<file path="config.mk">
export PLATFORM = sky130hd
export DESIGN_NAME = epmm_queue
export DESIGN_NICKNAME = d
export VERILOG_FILES = /design/src/sv/epmm_pkg.sv /design/src/sv/epmm_queue.sv
export SDC_FILE = /design/constraint.sdc
export NUM_CORES = 1
export LEC_CHECK = 0
export BUFFER_PORTS_ARGS = -buffer_cell sky130_fd_sc_hd__buf_2
export CORE_MARGIN = 10
export CORE_UTILIZATION = 23
export CTS_BUF_LIST = sky130_fd_sc_hd__clkbuf_8
export DETAILED_ROUTE_END_ITERATION = 8
export GPL_TIMING_DRIVEN = 0
export PLACE_DENSITY = 0.49
export REMOVE_ABC_BUFFERS = 1
export SLEW_MARGIN = 20
export SYNTH_ARGS = -nofsm -noshare
export SYNTH_HDL_FRONTEND = slang
export SYNTH_SLANG_ARGS = --single-unit
</file>
<file path="constraint.sdc">
create_clock -name clk -period 4.2 [get_ports clk]
set_input_delay 1.05 -clock clk [delete_from_list [all_inputs] [get_ports clk]]
set_output_delay 1.05 -clock clk [all_outputs]
set_load 0.1 [all_outputs]
</file>
<file path="src/sv/epmm_pkg.sv">
`default_nettype none
package epmm_pkg;

	// Widest coordinate that the shared helpers handle.
	localparam int COORD_MAX = 16;

	// Fixed widths of the result fields.
	localparam int SHIFT_W  = 13;
	localparam int SPREAD_W = 29;
	localparam int AREA_W   = 20;

	// Request type codes on the input channel; the fourth code is unused.
	localparam logic [1:0] REQ_REF   = 2'd0;
	localparam logic [1:0] REQ_TRACK = 2'd1;
	localparam logic [1:0] REQ_CLEAR = 2'd2;

	// Result kind codes.
	localparam logic RES_REF   = 1'b0;
	localparam logic RES_TRACK = 1'b1;

	// Operation handed from the front end to the back end.
	typedef enum logic [1:0] {
		OP_REF,
		OP_TRACK,
		OP_CLEAR
	} op_t;

	typedef logic [COORD_MAX-1:0] coord_t;

	// x,y pairs of the left, top, right and bottom extreme points.
	typedef coord_t [7:0] ext_t;

	// Queue status seen by the front end, the back end and the top level.
	typedef struct packed {
		logic empty;
		logic full;
	} q_status_t;

	// Merges one point into a set of extremes; fresh means the set is empty.
	function automatic ext_t merge_pt(ext_t e, logic fresh, coord_t x, coord_t y);
		ext_t r;
		r = e;
		if (fresh) begin
			for (int i = 0; i < 4; i++) begin
				r[2*i]   = x;
				r[2*i+1] = y;
			end
		end else begin
			if (x < e[0] || (x == e[0] && y < e[1])) begin
				r[0] = x;
				r[1] = y;
			end
			if (y < e[3] || (y == e[3] && x > e[2])) begin
				r[2] = x;
				r[3] = y;
			end
			if (x > e[4] || (x == e[4] && y > e[5])) begin
				r[4] = x;
				r[5] = y;
			end
			if (y > e[7] || (y == e[7] && x < e[6])) begin
				r[6] = x;
				r[7] = y;
			end
		end
		return r;
	endfunction

endpackage
`default_nettype wire

</file>
<file path="src/sv/epmm_queue.sv">
`default_nettype none
module epmm_queue #(
	parameter int W     = 82,
	parameter int DEPTH = 4
) (
	input  wire logic                 clk,
	input  wire logic                 arst_n,
	input  wire logic                 push,
	input  wire logic [W-1:0]         push_data,
	input  wire logic                 pop,
	output logic [W-1:0]              pop_data,
	output epmm_pkg::q_status_t       status
);

	localparam int AW   = (DEPTH > 1) ? $clog2(DEPTH) : 1;
	localparam int CNTW = $clog2(DEPTH + 1);

	logic [W-1:0]    mem_q [DEPTH];
	logic [AW-1:0]   wr_ptr_q;
	logic [AW-1:0]   rd_ptr_q;
	logic [CNTW-1:0] count_q;

	assign pop_data     = mem_q[rd_ptr_q];
	assign status.empty = (count_q == '0);
	assign status.full  = (count_q == CNTW'(DEPTH));

	// Entry storage.
	always_ff @(posedge clk) begin
		if (push) begin
			mem_q[wr_ptr_q] <= push_data;
		end
	end

	// Pointers and fill count.
	always_ff @(posedge clk or negedge arst_n) begin
		if (!arst_n) begin
			wr_ptr_q <= '0;
			rd_ptr_q <= '0;
			count_q  <= '0;
		end else begin
			if (push) begin
				if (wr_ptr_q == AW'(DEPTH - 1)) begin
					wr_ptr_q <= '0;
				end else begin
					wr_ptr_q <= wr_ptr_q + 1'b1;
				end
			end
			if (pop) begin
				if (rd_ptr_q == AW'(DEPTH - 1)) begin
					rd_ptr_q <= '0;
				end else begin
					rd_ptr_q <= rd_ptr_q + 1'b1;
				end
			end
			unique case ({push, pop})
				2'b10:   count_q <= count_q + 1'b1;
				2'b01:   count_q <= count_q - 1'b1;
				default: count_q <= count_q;
			endcase
		end
	end

endmodule
`default_nettype wire

</file>
==> flow_summary_export.csv <==
group,metric,value,unit
run_status,outcome,"finished clean",
synth,yosys_warnings,0,
clocking,clk-insertion-delay-late,600,ps
finish,design_area,15200,um2
clocking,tritoncts,"built",
finish,nets,781,
sta,fin_hold_ws,274,ps
worst_setup_path,arrival,2740,ps
clocking,htreeDepth,2,
worst_setup_path,reg2reg_from,"wr_ptr_q[0]",
sta,slew_violations,0,
grt,antenna_found_initial,3,
sta,fmax,0.264,GHz
synth,yosysUniqueCellTypes,21,
route,first_pass_iters,4,
clocking,cts-resized-gates,0,
floorplanning,dieHeight,251,um
route,ant_nets,0,
place,dp_hpwl,16400,um
worst_setup_path,path_class,"flop to output port",
clocking,cts_buffer_depth,3,
synth,ys_ff_latch,335,
sta,finalWorstSetupSlack,412,ps
place,io_buffers,169,
finish,postLayoutCoreUtil,0.288,
floorplanning,die_area,62900,um2
route,wl_per_cell,18.7,um
worst_setup_path,r2r_cells,5,
finish,final_common_cell,"edfxtp_1",
sta,final.period_utilization,0.902,
job,drv_cap,0,
sta,worst_pin_slew,644,ps
worst_setup_path,rrSetupSlack,2190,ps
floorplanning,initial_utilization,0.233,
synth,netlist_instances,466,
clocking,hold_buffers,0,
finish,syn_to_final_growth,23.9,%
worst_setup_path,crit_start,"rd_ptr_q[0]",
worst_setup_path,reg2reg_to,"mem_q[0][16]",
finish,antennaDiodeCount,0,
worst_setup_path,crit_buf_inv,2,
sta,clock_skew,10.4,ps
place,gp_congestion,0.641,
route,drc,0,
grt,grt_pass1_wl,40700,um
synth,ys_seq_area_frac,0.818,
worst_setup_path,cp.required,3150,ps
sta,min_period,3790,ps
clocking,path_clk_slew,60,ps
route,num_vias,5650,
sta,setup_viol,0,
finish,drive_gt1_frac,0.462,
sta,relSlewSlack,0.571,
finish,seq_area,10000,um2
place,place_area,14200,um2
sta,hold_viol_final,0,
finish,multi_input_area,2070,um2
worst_setup_path,cpLargestDelayFamily,"flip-flops",
grt,grt_max_degree,43,
floorplanning,ioPinCount,170,
floorplanning,core,52700,um2
finish,mostFrequentLayoutCells,"edfxtp_1, buf_2, mux4_2",
finish,fillers,5210,
min_path,hp-class,"input pin to async pin",
grt,grt_usage,0.0844,
worst_setup_path,crit_path_max_fanout,31,
floorplanning,rows,84,
place,place_ws,979,ps
worst_setup_path,crit_path_cell_trace,"buf_16 > mux4_2 > buf_2",
route,viasPerCell,3.99,
worst_setup_path,crit_slowest_cell,"dfrtp_4",
grt,overflow,0,
synth,postSynthAreaPerCell,26.3,um2
sta,rsz0062_at_grt,"no",
synth,netlist_area,12200,um2
grt,grt_pass1_vias,6448,
clocking,cts_buffers,57,
route,wirelength,26500,um
worst_setup_path,cp_slowest_stage_delay,850,ps
worst_setup_path,worst_setup_path_start_kind,"flop",
floorplanning,die_w,251,um
worst_setup_path,critPathCaptureType,"output port",
clocking,clock-sinks,335,
route,drt-initial-drc-count,283,
clocking,postCtsSetupBuffers,0,
clocking,clock-root-buffer,"clkbuf_8",
==> kinds of logic after synthesis <==
kind of cell	after synthesis	share of synthesized area
mux	85	0.153
flops	335	0.818
fa+ha+maj	7	0.00776
compound gates	2	0.000817
buf+inv	24	0.0131
simple gates	10	0.00439
xor+xnor	3	0.00215
==> cell usage after synthesis <==
master,number,share of area
nand2_1,1,0.00031
or3_1,1,0.00051
clkbuf_1,1,0.00031
and3_1,1,0.00051
inv_1,6,0.0018
xor2_1,2,0.0014
mux4_2,82,0.15
buf_6,7,0.0064
edfxtp_1,328,0.80
dfrtp_1,7,0.014
ha_1,6,0.0061
nor2_1,2,0.00061
mux2_2,2,0.0018
mux2i_1,1,0.00082
buf_2,8,0.0033
buf_4,2,0.0012
and2_1,4,0.0020
fa_1,1,0.0016
xnor2_1,1,0.00072
nor3_1,1,0.00041
o21ai_0,2,0.00082
==> metrics by stage <==
step	std cells	TNS [ps]
detailed placement	1317	0
CTS	1417	0
finish	1417	0
global placement	1305	-686820
global route	1417	0
floorplan	448	-88140
==> worst max path at each step <==
stage                   end  slack [ps]  cells past startpoint
3_3_place_gp   pop_data[50]       -3050                      2
6_report       pop_data[64]         410                      3
3_5_place_dp   pop_data[64]         980                      3
2_1_floorplan   pop_data[0]       -1070                      1
5_1_grt        pop_data[64]         190                      3
4_1_cts        pop_data[64]         260                      3
==> routing by layer <==
metal,vias to the layer above,global-route usage,share of wire
li1,2456,-,-
met1,2965,0.0966,0.39
met2,166,0.142,0.51
met3,57,0.0298,0.072
met4,6,0.0332,0.026
met5,-,0,0.0020
==> flip-flops by register name (all words and copies together), names as in the netlist <==
signal	cells
rd_ptr_q	2
wr_ptr_q	2
count_q	3
mem_q	328
==> layout make-up <==
type                       instances  area share
sequential                       335       0.661
multi-input combinational        107       0.137
timing repair buffer             181      0.0765
tap                              688      0.0567
clock buffer                      59      0.0535
clock inverter                    41      0.0143
inverter                           6     0.00148
Power is not shown: default switching activity piles up to over one toggle a cycle in this logic, so the estimate is an artifact.
