`src/sv/epmm_pkg.sv`:
```
`default_nettype none
package epmm_pkg;

	// Widest coordinate that the shared helpers handle.
	localparam int COORD_MAX = 16;

	// Fixed widths of the result fields.
	localparam int SHIFT_W  = 13;
	localparam int SPREAD_W = 29;
	localparam int AREA_W   = 20;

	// Request type codes on the input channel; the fourth code is unused.
	localparam logic [1:0] REQ_REF   = 2'd0;
	localparam logic [1:0] REQ_TRACK = 2'd1;
	localparam logic [1:0] REQ_CLEAR = 2'd2;

	// Result kind codes.
	localparam logic RES_REF   = 1'b0;
	localparam logic RES_TRACK = 1'b1;

	// Operation handed from the front end to the back end.
	typedef enum logic [1:0] {
		OP_REF,
		OP_TRACK,
		OP_CLEAR
	} op_t;

	typedef logic [COORD_MAX-1:0] coord_t;

	// x,y pairs of the left, top, right and bottom extreme points.
	typedef coord_t [7:0] ext_t;

	// Queue status seen by the front end, the back end and the top level.
	typedef struct packed {
		logic empty;
		logic full;
	} q_status_t;

	// Merges one point into a set of extremes; fresh means the set is empty.
	function automatic ext_t merge_pt(ext_t e, logic fresh, coord_t x, coord_t y);
		ext_t r;
		r = e;
		if (fresh) begin
			for (int i = 0; i < 4; i++) begin
				r[2*i]   = x;
				r[2*i+1] = y;
			end
		end else begin
			if (x < e[0] || (x == e[0] && y < e[1])) begin
				r[0] = x;
				r[1] = y;
			end
			if (y < e[3] || (y == e[3] && x > e[2])) begin
				r[2] = x;
				r[3] = y;
			end
			if (x > e[4] || (x == e[4] && y > e[5])) begin
				r[4] = x;
				r[5] = y;
			end
			if (y > e[7] || (y == e[7] && x < e[6])) begin
				r[6] = x;
				r[7] = y;
			end
		end
		return r;
	endfunction

endpackage
`default_nettype wire

```
`src/sv/epmm_front.sv`:
```
`default_nettype none
module epmm_front #(
	parameter int CW = 10
) (
	input  wire logic                  clk,
	input  wire logic                  arst_n,
	input  wire logic                  in_valid,
	output logic                       in_ready,
	input  wire logic [1:0]            req_type,
	input  wire logic [CW-1:0]         pos_x,
	input  wire logic [CW-1:0]         pos_y,
	input  wire logic                  frame_end,
	input  wire epmm_pkg::q_status_t   q_status,
	output logic                       push,
	output epmm_pkg::op_t              push_op,
	output logic [7:0][CW-1:0]         push_ext
);

	logic [7:0][CW-1:0] fe_q;
	logic               has_q;
	logic               accept;
	logic               is_pt;
	epmm_pkg::ext_t     fe_wide;
	epmm_pkg::ext_t     merged_wide;
	logic [7:0][CW-1:0] merged;

	// The front end takes an item whenever the queue has room.
	assign in_ready = !q_status.full;

	// Merge the incoming point into the extremes of the frame in progress.
	always_comb begin
		accept = in_valid && in_ready;
		is_pt  = (req_type == epmm_pkg::REQ_REF) || (req_type == epmm_pkg::REQ_TRACK);
		for (int i = 0; i < 8; i++) begin
			fe_wide[i] = epmm_pkg::coord_t'(fe_q[i]);
		end
		merged_wide = epmm_pkg::merge_pt(fe_wide, !has_q,
			epmm_pkg::coord_t'(pos_x), epmm_pkg::coord_t'(pos_y));
		for (int i = 0; i < 8; i++) begin
			merged[i] = merged_wide[i][CW-1:0];
		end
	end

	// A frame end or a clear request becomes one queue entry.
	always_comb begin
		push     = accept && ((is_pt && frame_end) || (req_type == epmm_pkg::REQ_CLEAR));
		push_ext = merged;
		if (req_type == epmm_pkg::REQ_CLEAR) begin
			push_op = epmm_pkg::OP_CLEAR;
		end else if (req_type == epmm_pkg::REQ_REF) begin
			push_op = epmm_pkg::OP_REF;
		end else begin
			push_op = epmm_pkg::OP_TRACK;
		end
	end

	// Frame extremes; the frame closes on its last point.
	always_ff @(posedge clk or negedge arst_n) begin
		if (!arst_n) begin
			has_q <= 1'b0;
			fe_q  <= '0;
		end else if (accept && is_pt) begin
			fe_q  <= merged;
			has_q <= !frame_end;
		end
	end

endmodule
`default_nettype wire

```
`config.mk`:
```
export PLATFORM = sky130hd
export DESIGN_NAME = epmm_front
export DESIGN_NICKNAME = d
export VERILOG_FILES = /design/src/sv/epmm_pkg.sv /design/src/sv/epmm_front.sv
export SDC_FILE = /design/constraint.sdc
export NUM_CORES = 1
export LEC_CHECK = 0
export BUFFER_PORTS_ARGS = -buffer_cell sky130_fd_sc_hd__buf_2
export CORE_MARGIN = 4
export CORE_UTILIZATION = 40
export CTS_CLUSTER_SIZE = 28
export DETAILED_ROUTE_END_ITERATION = 8
export SLEW_MARGIN = 30
export SYNTH_ARGS = -nofsm -noshare
export SYNTH_HDL_FRONTEND = slang
export SYNTH_SLANG_ARGS = --single-unit
```
`constraint.sdc`:
```
create_clock -name clk -period 3.75 [get_ports clk]
set_input_delay 0.1875 -clock clk [delete_from_list [all_inputs] [get_ports clk]]
set_output_delay 0.1875 -clock clk [all_outputs]
set_load 0.02 [all_outputs]
```
==> results.json, run 1 <==
{
  "buffer_ports.inserted": 110,
  "htree_levels": 3,
  "route.vias.total": 4429,
  "grt_pass1_wl_um": 24390,
  "cpPeakStageDelay_ns": 0.39,
  "synth_simple_gate_area_frac": 0.05399,
  "num_rows": 45,
  "drt-initial-drc-count": 186,
  "die_width_um": 132.4,
  "criticalPathCategory": "register to primary output",
  "timing.critical_path.slowest_stage_cell": "nor2_2",
  "fin_tns_setup_ns": 0,
  "num_antenna_cells": 0,
  "worst-path-max-fanout": 12,
  "synth.mux.area_fraction": 0.3155,
  "synth-xor-area-share": 0,
  "clk_lat_worst_skew_ns": 0.35,
  "ff_latch_area_um2": 2027,
  "fp.dieH_um": 132.4,
  "number_of_global_route_vias_before_repair": 4657,
  "synth_compound_area_frac": 0.07705,
  "nNetsFinal": 767,
  "drive_gt1_frac": 0.2763,
  "final_report_hold_violation_count": 0,
  "core_area_um2": 15200,
  "synth_nets": 655,
  "max_cap_violations": 0,
  "rsz_0062_raised_after_global_routing": "no",
  "placed_cells": 837,
  "grt_antenna_before_repair": 0,
  "ios": 112,
  "worstPathBufferInverterCount": 3,
  "synth_enable_flop_cells": 0,
  "crit_family": "simple AND/OR/NAND/NOR gates",
  "timing.critical_path.required_ns": 3.56,
  "synth_flop_cell": "dfrtp_1",
  "irDropWorstVdd_mv": 0.3325,
  "floorplan.initialDensity": 0.4070,
  "worst-endpoint-arrival_ns": 3.11,
  "post_synthesis_area_per_instance_um2": 11.27,
  "synth_warnings": 0,
  "endpoint_kind": "primary output",
  "cts_resized": 0,
  "drt_drc_violations_left": 0,
  "pin_count_of_the_biggest_net_entering_global_routing": 82,
  "crit_path_cell_trace": "inv_1 > ha_1 > nand4_1 > nor3_1 > nand2_1 > o31a_1 > nor2_2 > buf_4 > mux2_1 > buf_2",
  "relSlewSlack": 0.4841,
  "clk_transition_reported_paths_ns": 0.06,
  "setup_viol": 0,
  "largest_family_of_logic_cells_by_synthesized_area": "multiplexers",
  "antenna_violating_nets_post_route": 0,
  "yosys_register_bits": 81,
  "cts-buffers-inserted": 9,
  "syn_inst": 549,
  "globalRouteTotalUtil": 0.1728,
  "filler_cell_count": 1401,
  "syn_area_um2": 6187,
  "max_freq_ghz": 0.3031,
  "tritoncts": "yes",
  "cellLeakagePower_nw": 3.730,
  "grt_overflow_total": 0,
  "synth.distinct_cells": 45,
  "clock_tree.buffer_depth": 2,
  "wirelength_routed_um": 14410,
  "yosysSeqAreaShare": 0.3276,
  "postCtsSetupRepairBufs": 0,
  "drt-pass1-iter-count": 4,
  "status": "finished clean",
  "start_kind": "register",
  "multi_input_comb_area_um2": 3744,
  "cts_root_buffer": "clkbuf_16",
  "final_min_period_over_clock_period": 0.8799,
  "skew_ns": 0.005895,
  "numClockSinks": 81,
  "ys_async_sr_fraction": 1.000,
  "layoutNonFillerInstCount": 854,
  "routabilityCongestion": 0.8394,
  "floorplan.die_area_um2": 17520,
  "p_total_mw": 4.081,
  "post_synth_fa_ha_maj_area_fraction": 0.1577,
  "detailed_place_hpwl_um": 10680,
  "hp-class": "primary input to register",
  "power_density_nw_per_um2": 559.7,
  "route.detailed.vias_per_inst": 5.186,
  "final_max_tran_viols": 0,
  "post_drt_wl_per_cell_um": 16.87,
  "finalWorstPathRequiredPeriod_ns": 3.300,
  "flow.area_growth_from_synthesis_pct": 17.86,
  "transition_time_at_the_pin_with_the_least_slew_margin_ns": 0.7738
}
## synthesized netlist by cell type, types with 2 or more instances
cell / n / area share
a21o_1: 6 / 0.0073
mux2_1: 120 / 0.22
nand4_1: 7 / 0.0071
buf_1: 2 / 0.0012
clkbuf_1: 3 / 0.0018
nor3_1: 3 / 0.0024
nor2b_1: 5 / 0.0051
o21bai_1: 2 / 0.0024
buf_6: 4 / 0.0073
dfrtp_1: 81 / 0.33
inv_1: 82 / 0.050
a211oi_1: 5 / 0.0061
mux2_4: 40 / 0.097
nand3_1: 10 / 0.0081
nand2b_1: 2 / 0.0020
ha_1: 78 / 0.16
nor2_1: 8 / 0.0049
and3_1: 5 / 0.0051
buf_2: 10 / 0.0081
o31a_1: 3 / 0.0042
o21ai_0: 11 / 0.0089
nand2_1: 12 / 0.0073
and4_1: 4 / 0.0057
a21oi_1: 22 / 0.018
o21ai_1: 3 / 0.0024
o2111ai_1: 2 / 0.0028
## final timing paths
check	from	to	slack [ns]	cells after the start
max	fe_q[47]	push_ext[40]	0.45	10
min	frame_end	has_q	0.07	2
max reg2reg	fe_q[7]	fe_q[10]	1.02	9
min reg2reg	fe_q[29]	fe_q[29]	0.51	1
max in group asynchronous	arst_n	fe_q[75]	2.74	2
min in group asynchronous	arst_n	fe_q[4]	0.47	2
## layer usage
metal / vias to the layer above / track usage / wire length, um
met5: - / 0 / 0
met4: 0 / 0.05312 / 278
met3: 21 / 0.04313 / 804
met2: 119 / 0.2723 / 6457
met1: 2106 / 0.2346 / 6868
li1: 2183 / - / -
## worst reg2reg max path, stage by stage (launching register included)
cell and delay (ns):
dfrtp_1 0.39, inv_1 0.06, ha_1 0.28, nand4_1 0.17, or4_1 0.56, a221o_1 0.31
a31oi_4 0.18, o21ai_2 0.06, buf_4 0.27, mux2_4 0.34
## layout by cell type, fill, tap and decap left out, types with 4 or more instances in the layout
master     synthesis  layout
mux2_1           120     120
buf_2             10     109
inv_1             82      82
dfrtp_1           81      81
ha_1              78      78
mux2_4            40      40
a21oi_1           22      22
nand2_1           12      12
o21ai_0           11      11
nand3_1           10      10
clkbuf_16          0       9
buf_4              0       9
nand4_1            7       7
nor2_1             8       6
a21o_1             6       6
nor2b_1            5       5
a211oi_1           5       5
and3_1             5       5
and4_1             4       4
## through the flow
step	hold slack, ns	worst slack, ns	cell area, um2	util
after detailed placement	0.2994	0.8053	6938	0.4564
final	0.06732	0.4504	7292	0.4797
after global routing	0.08869	0.2101	7292	0.4797
after CTS	0.06115	0.4346	7292	0.4797
after global placement	0.4367	0.8466	6934	0.4561
after floorplan	-0.1081	1.237	6187	-
## layout make-up
| type | count | area share |
|---|---|---|
| Multi-Input combinational cell | 367 | 0.5134 |
| Sequential cell | 81 | 0.2780 |
| Timing Repair Buffer | 120 | 0.08699 |
| Inverter | 82 | 0.04221 |
| Clock buffer | 10 | 0.03277 |
| Tap cell | 188 | 0.03226 |
| Clock inverter | 6 | 0.01441 |
## cell families after synthesis
| family | after synthesis |
|---|---|
| simple gates | 60 |
| compound gates | 69 |
| fa+ha+maj | 78 |
| mux | 160 |
| buf+inv | 101 |
| flops | 81 |
## power by group
part	switching [mW]	internal, mW	total [mW]
Sequential	0.211	1.14	1.35
Clock	0.354	0.665	1.02
Combinational	0.919	0.795	1.71
Total	1.48	2.60	4.08
## what timing repair did
| action | 4_1_cts | 5_1_grt |
|---|---|---|
| hold buffers | 1 | 0 |
| setup endpoints to repair | 0 | 0 |
| endpoints found under the hold margin | 81 | 0 |
## registers in the layout, summed over array words and instances, names as in the netlist
signal and flops:
fe_q 80, has_q 1
Note: power is estimated with default switching activity, not from simulation.
==> run 2: changes to the inputs <==
--- a/config.mk
+++ b/config.mk
@@ -10,6 +10,7 @@
 export CORE_UTILIZATION = 40
 export CTS_CLUSTER_SIZE = 28
 export DETAILED_ROUTE_END_ITERATION = 8
+export RECOVER_POWER = 100
 export SLEW_MARGIN = 30
 export SYNTH_ARGS = -nofsm -noshare
 export SYNTH_HDL_FRONTEND = slang
==> run 2 against run 1 <==
  * The run now ends with capacitance limit, slew limit left
  * Cell count is the same
  * Die area did not move
  * Clock skew hardly changed
  * Via count down 0.84%
  * Maximum frequency decreased by 2.6%
  * Clock-buffer cell count unchanged
  * First-iteration DRC count decreased by 20%
  * Wire length barely moved
  * Hold slack gained 0.011 ns
  * Largest cell class unchanged
==> results.json, run 2 (synthesis gave the netlist of run 1 again) <==
{
  "number_of_global_route_vias_before_repair": 4657,
  "grtUsageMet1": 0.2346,
  "drt-pass1-iter-count": 4,
  "setup_viol": 0,
  "nNetsFinal": 767,
  "clk_lat_worst_skew_ns": 0.35,
  "dpl_cell_area_um2": 6938,
  "max_freq_ghz": 0.2951,
  "relSlewSlack": -0.4073,
  "htree_levels": 3,
  "grt_antenna_before_repair": 0,
  "layout.cells.most_common_list": "mux2_1 (157), inv_1 (82), dfrtp_1 (81)",
  "route.detailed.vias_per_inst": 5.143,
  "netSwitchingFraction": 0.3734,
  "wirelength_routed_um": 14400,
  "postCtsSetupRepairBufs": 0,
  "cts-buffers-inserted": 9,
  "crit_cells": 10,
  "post_drt_wl_per_cell_um": 16.86,
  "cp-startpoint": "fe_q[7]",
  "ios": 112,
  "crit_family": "simple AND/OR/NAND/NOR gates",
  "worst-endpoint-arrival_ns": 3.20,
  "worst-path-max-fanout": 20,
  "timing.critical_path.required_ns": 3.56,
  "share_seq_of_total_power": 0.340,
  "use_met2": 0.2723,
  "violations": "capacitance limit, slew limit",
  "floorplan.die_area_um2": 17520,
  "cellLeakagePower_nw": 3.393,
  "worstPathBufferInverterCount": 3,
  "clock_tree.buffer_depth": 2,
  "route.vias.total": 4392,
  "floorplan.initialDensity": 0.4070,
  "drive_gt1_frac": 0.1246,
  "globalRouteTotalUtil": 0.1728,
  "grt_pass1_wl_um": 24390,
  "flow.area_growth_from_synthesis_pct": 13.95,
  "irDropWorstVdd_mv": 0.3123,
  "antenna_violating_nets_post_route": 0,
  "pin_count_of_the_biggest_net_entering_global_routing": 82,
  "gr-max-usage-layer": "met2",
  "cellInternalPower_mw": 2.475,
  "numClockSinks": 81,
  "cts_resized": 0,
  "transition_time_at_the_pin_with_the_least_slew_margin_ns": 2.111,
  "status": "finished with violations",
  "fin_tns_setup_ns": 0,
  "reg2reg_setup_slack_ns": 0.57,
  "power.net_switching_mw": 1.475,
  "regToRegStartpoint": "fe_q[47]",
  "hp-class": "primary input to register",
  "design_area_um2": 7051,
  "power_density_nw_per_um2": 560.3,
  "num_rows": 45,
  "max_cap_violations": 1,
  "grt_overflow_total": 0,
  "drt_drc_violations_left": 0,
  "skew_ns": 0.006295,
  "flip_flop_count_of_the_largest_register_after_layout": 80,
  "endpoint_kind": "primary output",
  "tritoncts": "yes",
  "groute.layer.met3.usage": 0.04313,
  "start_kind": "register",
  "largest_registers": "fe_q: 80 flops, has_q: 1 flops",
  "detailed_place_hpwl_um": 10680,
  "finalWorstPathRequiredPeriod_ns": 3.389,
  "routabilityCongestion": 0.8394,
  "final_report_hold_violation_count": 0,
  "die_width_um": 132.4,
  "clk_transition_reported_paths_ns": 0.06,
  "rr_endpoint": "fe_q[45]",
  "crit_path_cell_trace": "inv_1 > ha_1 > nand4_1 > or4_1 > a221o_1 > a31oi_4 > nor2_2 > buf_2 > mux2_1 > buf_2",
  "critPathMostFrequentCell": "buf_2",
  "timing.critical_path.slowest_stage_cell": "or4_1",
  "final_min_period_over_clock_period": 0.9038,
  "core_area_um2": 15200,
  "criticalPathCategory": "register to primary output",
  "num_antenna_cells": 0,
  "final_max_tran_viols": 82,
  "clock_power_share": 0.258,
  "largest-register": "fe_q",
  "rsz_0062_raised_after_global_routing": "no",
  "cpPeakStageDelay_ns": 0.56,
  "buffer_ports.inserted": 110,
  "comb_power_share": 0.402,
  "layout_commonest_cell": "mux2_1",
  "reg2regPathDepth": 9,
  "fp.dieH_um": 132.4,
  "drt-initial-drc-count": 148,
  "cts_root_buffer": "clkbuf_16",
  "crit_end": "push_ext[0]"
}
run 2: cell count changes in the layout (fill, tap and decap cells not counted), moves of 2 or more:
cell,before,now
clkbuf_1,0,63
buf_2,109,50
mux2_1,120,157
mux2_4,40,3
buf_4,9,2
clkbuf_2,0,4
o21ai_0,11,13
o21ai_1,3,1
run 2: per-layer routing:
layer | part of all wire | up-vias
li1 | - | 2183
met1 | 0.48 | 2084
met2 | 0.45 | 106
met3 | 0.050 | 19
met4 | 0.017 | 0
met5 | 0 | -
run 2: timing repair:
| item | 4_1_cts | 5_1_grt |
|---|---|---|
| endpoints found under the setup margin | 0 | 0 |
| hold buffers | 1 | 0 |
| endpoints found under the hold margin | 81 | 0 |
run 2: cell type report:
cell class | count | area (um2)
Fill cell | 1489 | 8152
Timing Repair Buffer | 120 | 531.8
Inverter | 82 | 307.8
Clock inverter | 6 | 105.1
Tap cell | 188 | 235.2
Multi-Input combinational cell | 367 | 3605
Clock buffer | 10 | 239.0
Sequential cell | 81 | 2027
run 2: stage by stage:
stage               utilization  power, mW  hold slack [ns]  instances  setup slack [ns]
floorplan                     -      2.588          -0.1081        549             1.237
global placement         0.4561      3.015           0.4367        837            0.8466
detailed placement       0.4564      3.083           0.2994        837            0.8053
CTS                      0.4797      4.134          0.06115        854            0.4346
global route             0.4638      4.271          0.08870        854            0.2003
finish                   0.4638      3.950          0.07808        854            0.3608
run 2: power by group through the flow:
stage          clock (mW)  combinational [mW]  sequential [mW]
2_1_floorplan           0                1.30             1.29
3_3_place_gp            0                1.66             1.35
5_1_grt              1.08                1.80             1.39
4_1_cts              1.05                1.74             1.35
3_5_place_dp            0                1.72             1.36
6_report             1.02                1.59             1.34
run 2: worst reg2reg max path: cells and delay by family, from the launching register on:
| family | cells | cell delay (ns) |
|---|---|---|
| buf+inv | 2 | 0.93 |
| simple gates | 3 | 0.64 |
| compound gates | 2 | 0.41 |
| mux | 1 | 0.41 |
| flops | 1 | 0.38 |
| fa+ha+maj | 1 | 0.29 |
run 2: worst min-delay path by stage:
stage | startpoint | slack, ns | cells after the start | end
2_1_floorplan | arst_n | -0.11 | 0 | fe_q[0]
3_3_place_gp | frame_end | 0.44 | 2 | has_q
3_5_place_dp | arst_n | 0.30 | 1 | fe_q[4]
4_1_cts | frame_end | 0.06 | 2 | has_q
5_1_grt | frame_end | 0.09 | 2 | has_q
6_report | frame_end | 0.08 | 2 | has_q
==> run 3: changes to the inputs <==
--- a/config.mk
+++ b/config.mk
@@ -6,10 +6,12 @@
 export NUM_CORES = 1
 export LEC_CHECK = 0
 export BUFFER_PORTS_ARGS = -buffer_cell sky130_fd_sc_hd__buf_2
+export CAP_MARGIN = 10
 export CORE_MARGIN = 4
 export CORE_UTILIZATION = 40
 export CTS_CLUSTER_SIZE = 28
 export DETAILED_ROUTE_END_ITERATION = 8
+export PLACE_DENSITY = 0.64
 export RECOVER_POWER = 100
 export SLEW_MARGIN = 30
 export SYNTH_ARGS = -nofsm -noshare
==> run 3 against run 2 <==
  * The run still ends with capacitance limit, slew limit left
  * Design area shrank 0.69%
  * Utilization shrank 0.32 points
  * Sequential share of layout area grew 0.20 points
  * Flip-flop and latch count is the same
  * Via count grew 1.9%
  * Maximum frequency shrank 2.0%
  * Global-route usage shrank 0.32 points
  * Register-to-register slack gained 0.10 ns
  * Non-clock buffer count shrank 1
  * First-iteration DRC count grew 1.4%
  * Critical endpoint is now push_ext[40]
==> results.json, run 3 (synthesis gave the netlist of run 1 again) <==
{
  "routabilityCongestion": 0.8438,
  "irDropWorstVdd_mv": 0.3354,
  "tritoncts": "yes",
  "endpoint_kind": "primary output",
  "layout_commonest_cell": "mux2_1",
  "number_of_global_route_vias_before_repair": 4721,
  "route.detailed.vias_per_inst": 5.264,
  "filler_cell_count": 1494,
  "max_freq_ghz": 0.2892,
  "worstPathBufferInverterCount": 3,
  "timing.critical_path.slowest_stage_cell": "nor3_1",
  "drt-pass1-iter-count": 4,
  "largest_registers": "fe_q: 80 flops, has_q: 1 flops",
  "route.vias.total": 4474,
  "fin_tns_setup_ns": 0,
  "htree_levels": 3,
  "crit_path_cell_trace": "inv_1 > ha_1 > nand4_1 > nor3_1 > nand2_1 > o31a_1 > nor2_2 > clkbuf_2 > mux2_1 > clkbuf_1",
  "detailed_place_hpwl_um": 10900,
  "post_drt_wl_per_cell_um": 17.12,
  "clock_tree.buffer_depth": 2,
  "worst-endpoint-arrival_ns": 3.27,
  "fp.dieH_um": 132.4,
  "nNetsFinal": 766,
  "cts-buffers-inserted": 9,
  "grt_antenna_before_repair": 0,
  "floorplan.initialDensity": 0.4070,
  "setup_slack_ns": 0.2921,
  "cellLeakagePower_nw": 3.366,
  "status": "finished with violations",
  "drt-initial-drc-count": 150,
  "layout.cells.most_common_list": "mux2_1 (146), inv_1 (82), dfrtp_1 (81)",
  "multi_input_comb_area_um2": 3646,
  "placed_cells": 836,
  "buffer_ports.inserted": 110,
  "cts_root_buffer": "clkbuf_16",
  "final_min_period_over_clock_period": 0.9221,
  "pin_count_of_the_biggest_net_entering_global_routing": 82,
  "timing.critical_path.required_ns": 3.56,
  "num_antenna_cells": 0,
  "core_area_um2": 15200,
  "floorplan.die_area_um2": 17520,
  "rsz_0062_raised_after_global_routing": "no",
  "ff_latch_area_um2": 2027,
  "largest-register": "fe_q",
  "grt_overflow_total": 0,
  "violations": "capacitance limit, slew limit",
  "clk_lat_worst_skew_ns": 0.34,
  "final_report_hold_violation_count": 0,
  "hp-class": "primary input to register",
  "crit_family": "simple AND/OR/NAND/NOR gates",
  "power_density_nw_per_um2": 540.3,
  "num_rows": 45,
  "flow.area_growth_from_synthesis_pct": 13.16,
  "postCtsSetupRepairBufs": 0,
  "flip_flop_count_of_the_largest_register_after_layout": 80,
  "wirelength_routed_um": 14550,
  "setup_viol": 0,
  "p_total_mw": 3.783,
  "numClockSinks": 81,
  "final_max_tran_viols": 82,
  "drt_drc_violations_left": 0,
  "layoutNonFillerInstCount": 850,
  "cpPeakStageDelay_ns": 0.41,
  "finalWorstPathRequiredPeriod_ns": 3.458,
  "worst-path-max-fanout": 12,
  "max_cap_violations": 1,
  "post-place-ws_ns": 0.7269,
  "clk_transition_reported_paths_ns": 0.06,
  "globalRouteTotalUtil": 0.1695,
  "grt_pass1_wl_um": 24110,
  "skew_ns": 0.006536,
  "transition_time_at_the_pin_with_the_least_slew_margin_ns": 2.126,
  "die_width_um": 132.4,
  "start_kind": "register",
  "criticalPathCategory": "register to primary output",
  "drive_gt1_frac": 0.1239,
  "antenna_violating_nets_post_route": 0,
  "ios": 112,
  "relSlewSlack": -0.4171
}
## run 3: worst reg2reg max path: cells and delay by family (launching register included)
kind / cells / cell delay, ns
and+or+nand+nor: 3 / 0.62
AOI/OAI and AO/OA: 2 / 0.30
DFF: 1 / 0.36
adders and majority gates: 1 / 0.31
buffers and inverters: 2 / 0.96
muxes: 1 / 0.40
## run 3: metrics by stage
stage / util / cell area, um2 / hold slack, ns
finish: 0.4606 / 7002 / 0.07377
global route: 0.4606 / 7002 / 0.08959
CTS: 0.4743 / 7211 / 0.06645
detailed placement: 0.4559 / 6930 / 0.2971
global placement: 0.4556 / 6927 / 0.4191
floorplan: - / 6187 / -0.1081
## run 3: routing by layer
layer,GRT usage,wire length (um)
met4,0.04792,246
met3,0.04008,757
met5,0,0
met2,0.2811,6824
met1,0.2217,6721
## run 3: area by class of cell
class	count	share of cell area
multi-input cells	367	0.5207
clock buffers	13	0.03860
inverters	82	0.04396
repair buffers	119	0.07362
flip-flops and latches	81	0.2895
well taps	188	0.03360
## run 3: path summary, 6_finish.rpt
path,startpoint,endpoint,slack (ns),cells after the start
max,fe_q[47],push_ext[40],0.29,10
min,frame_end,has_q,0.07,2
max reg2reg,fe_q[75],fe_q[64],0.67,9
min reg2reg,fe_q[37],fe_q[37],0.51,1
max in group asynchronous,arst_n,fe_q[7],1.49,2
min in group asynchronous,arst_n,fe_q[75],0.97,2
## run 3: timing repair
action / 4_1_cts / 5_1_grt
gates resized for setup: 0 / 0
hold buffers: 1 / 0
endpoints found under the hold margin: 81 / 0
## run 3: report_power, final
group | switching, mW | total (mW) | internal [mW]
logic | 0.922 | 1.61 | 0.691
registers | 0.205 | 1.34 | 1.14
clock network | 0.336 | 0.828 | 0.492
total | 1.46 | 3.78 | 2.32
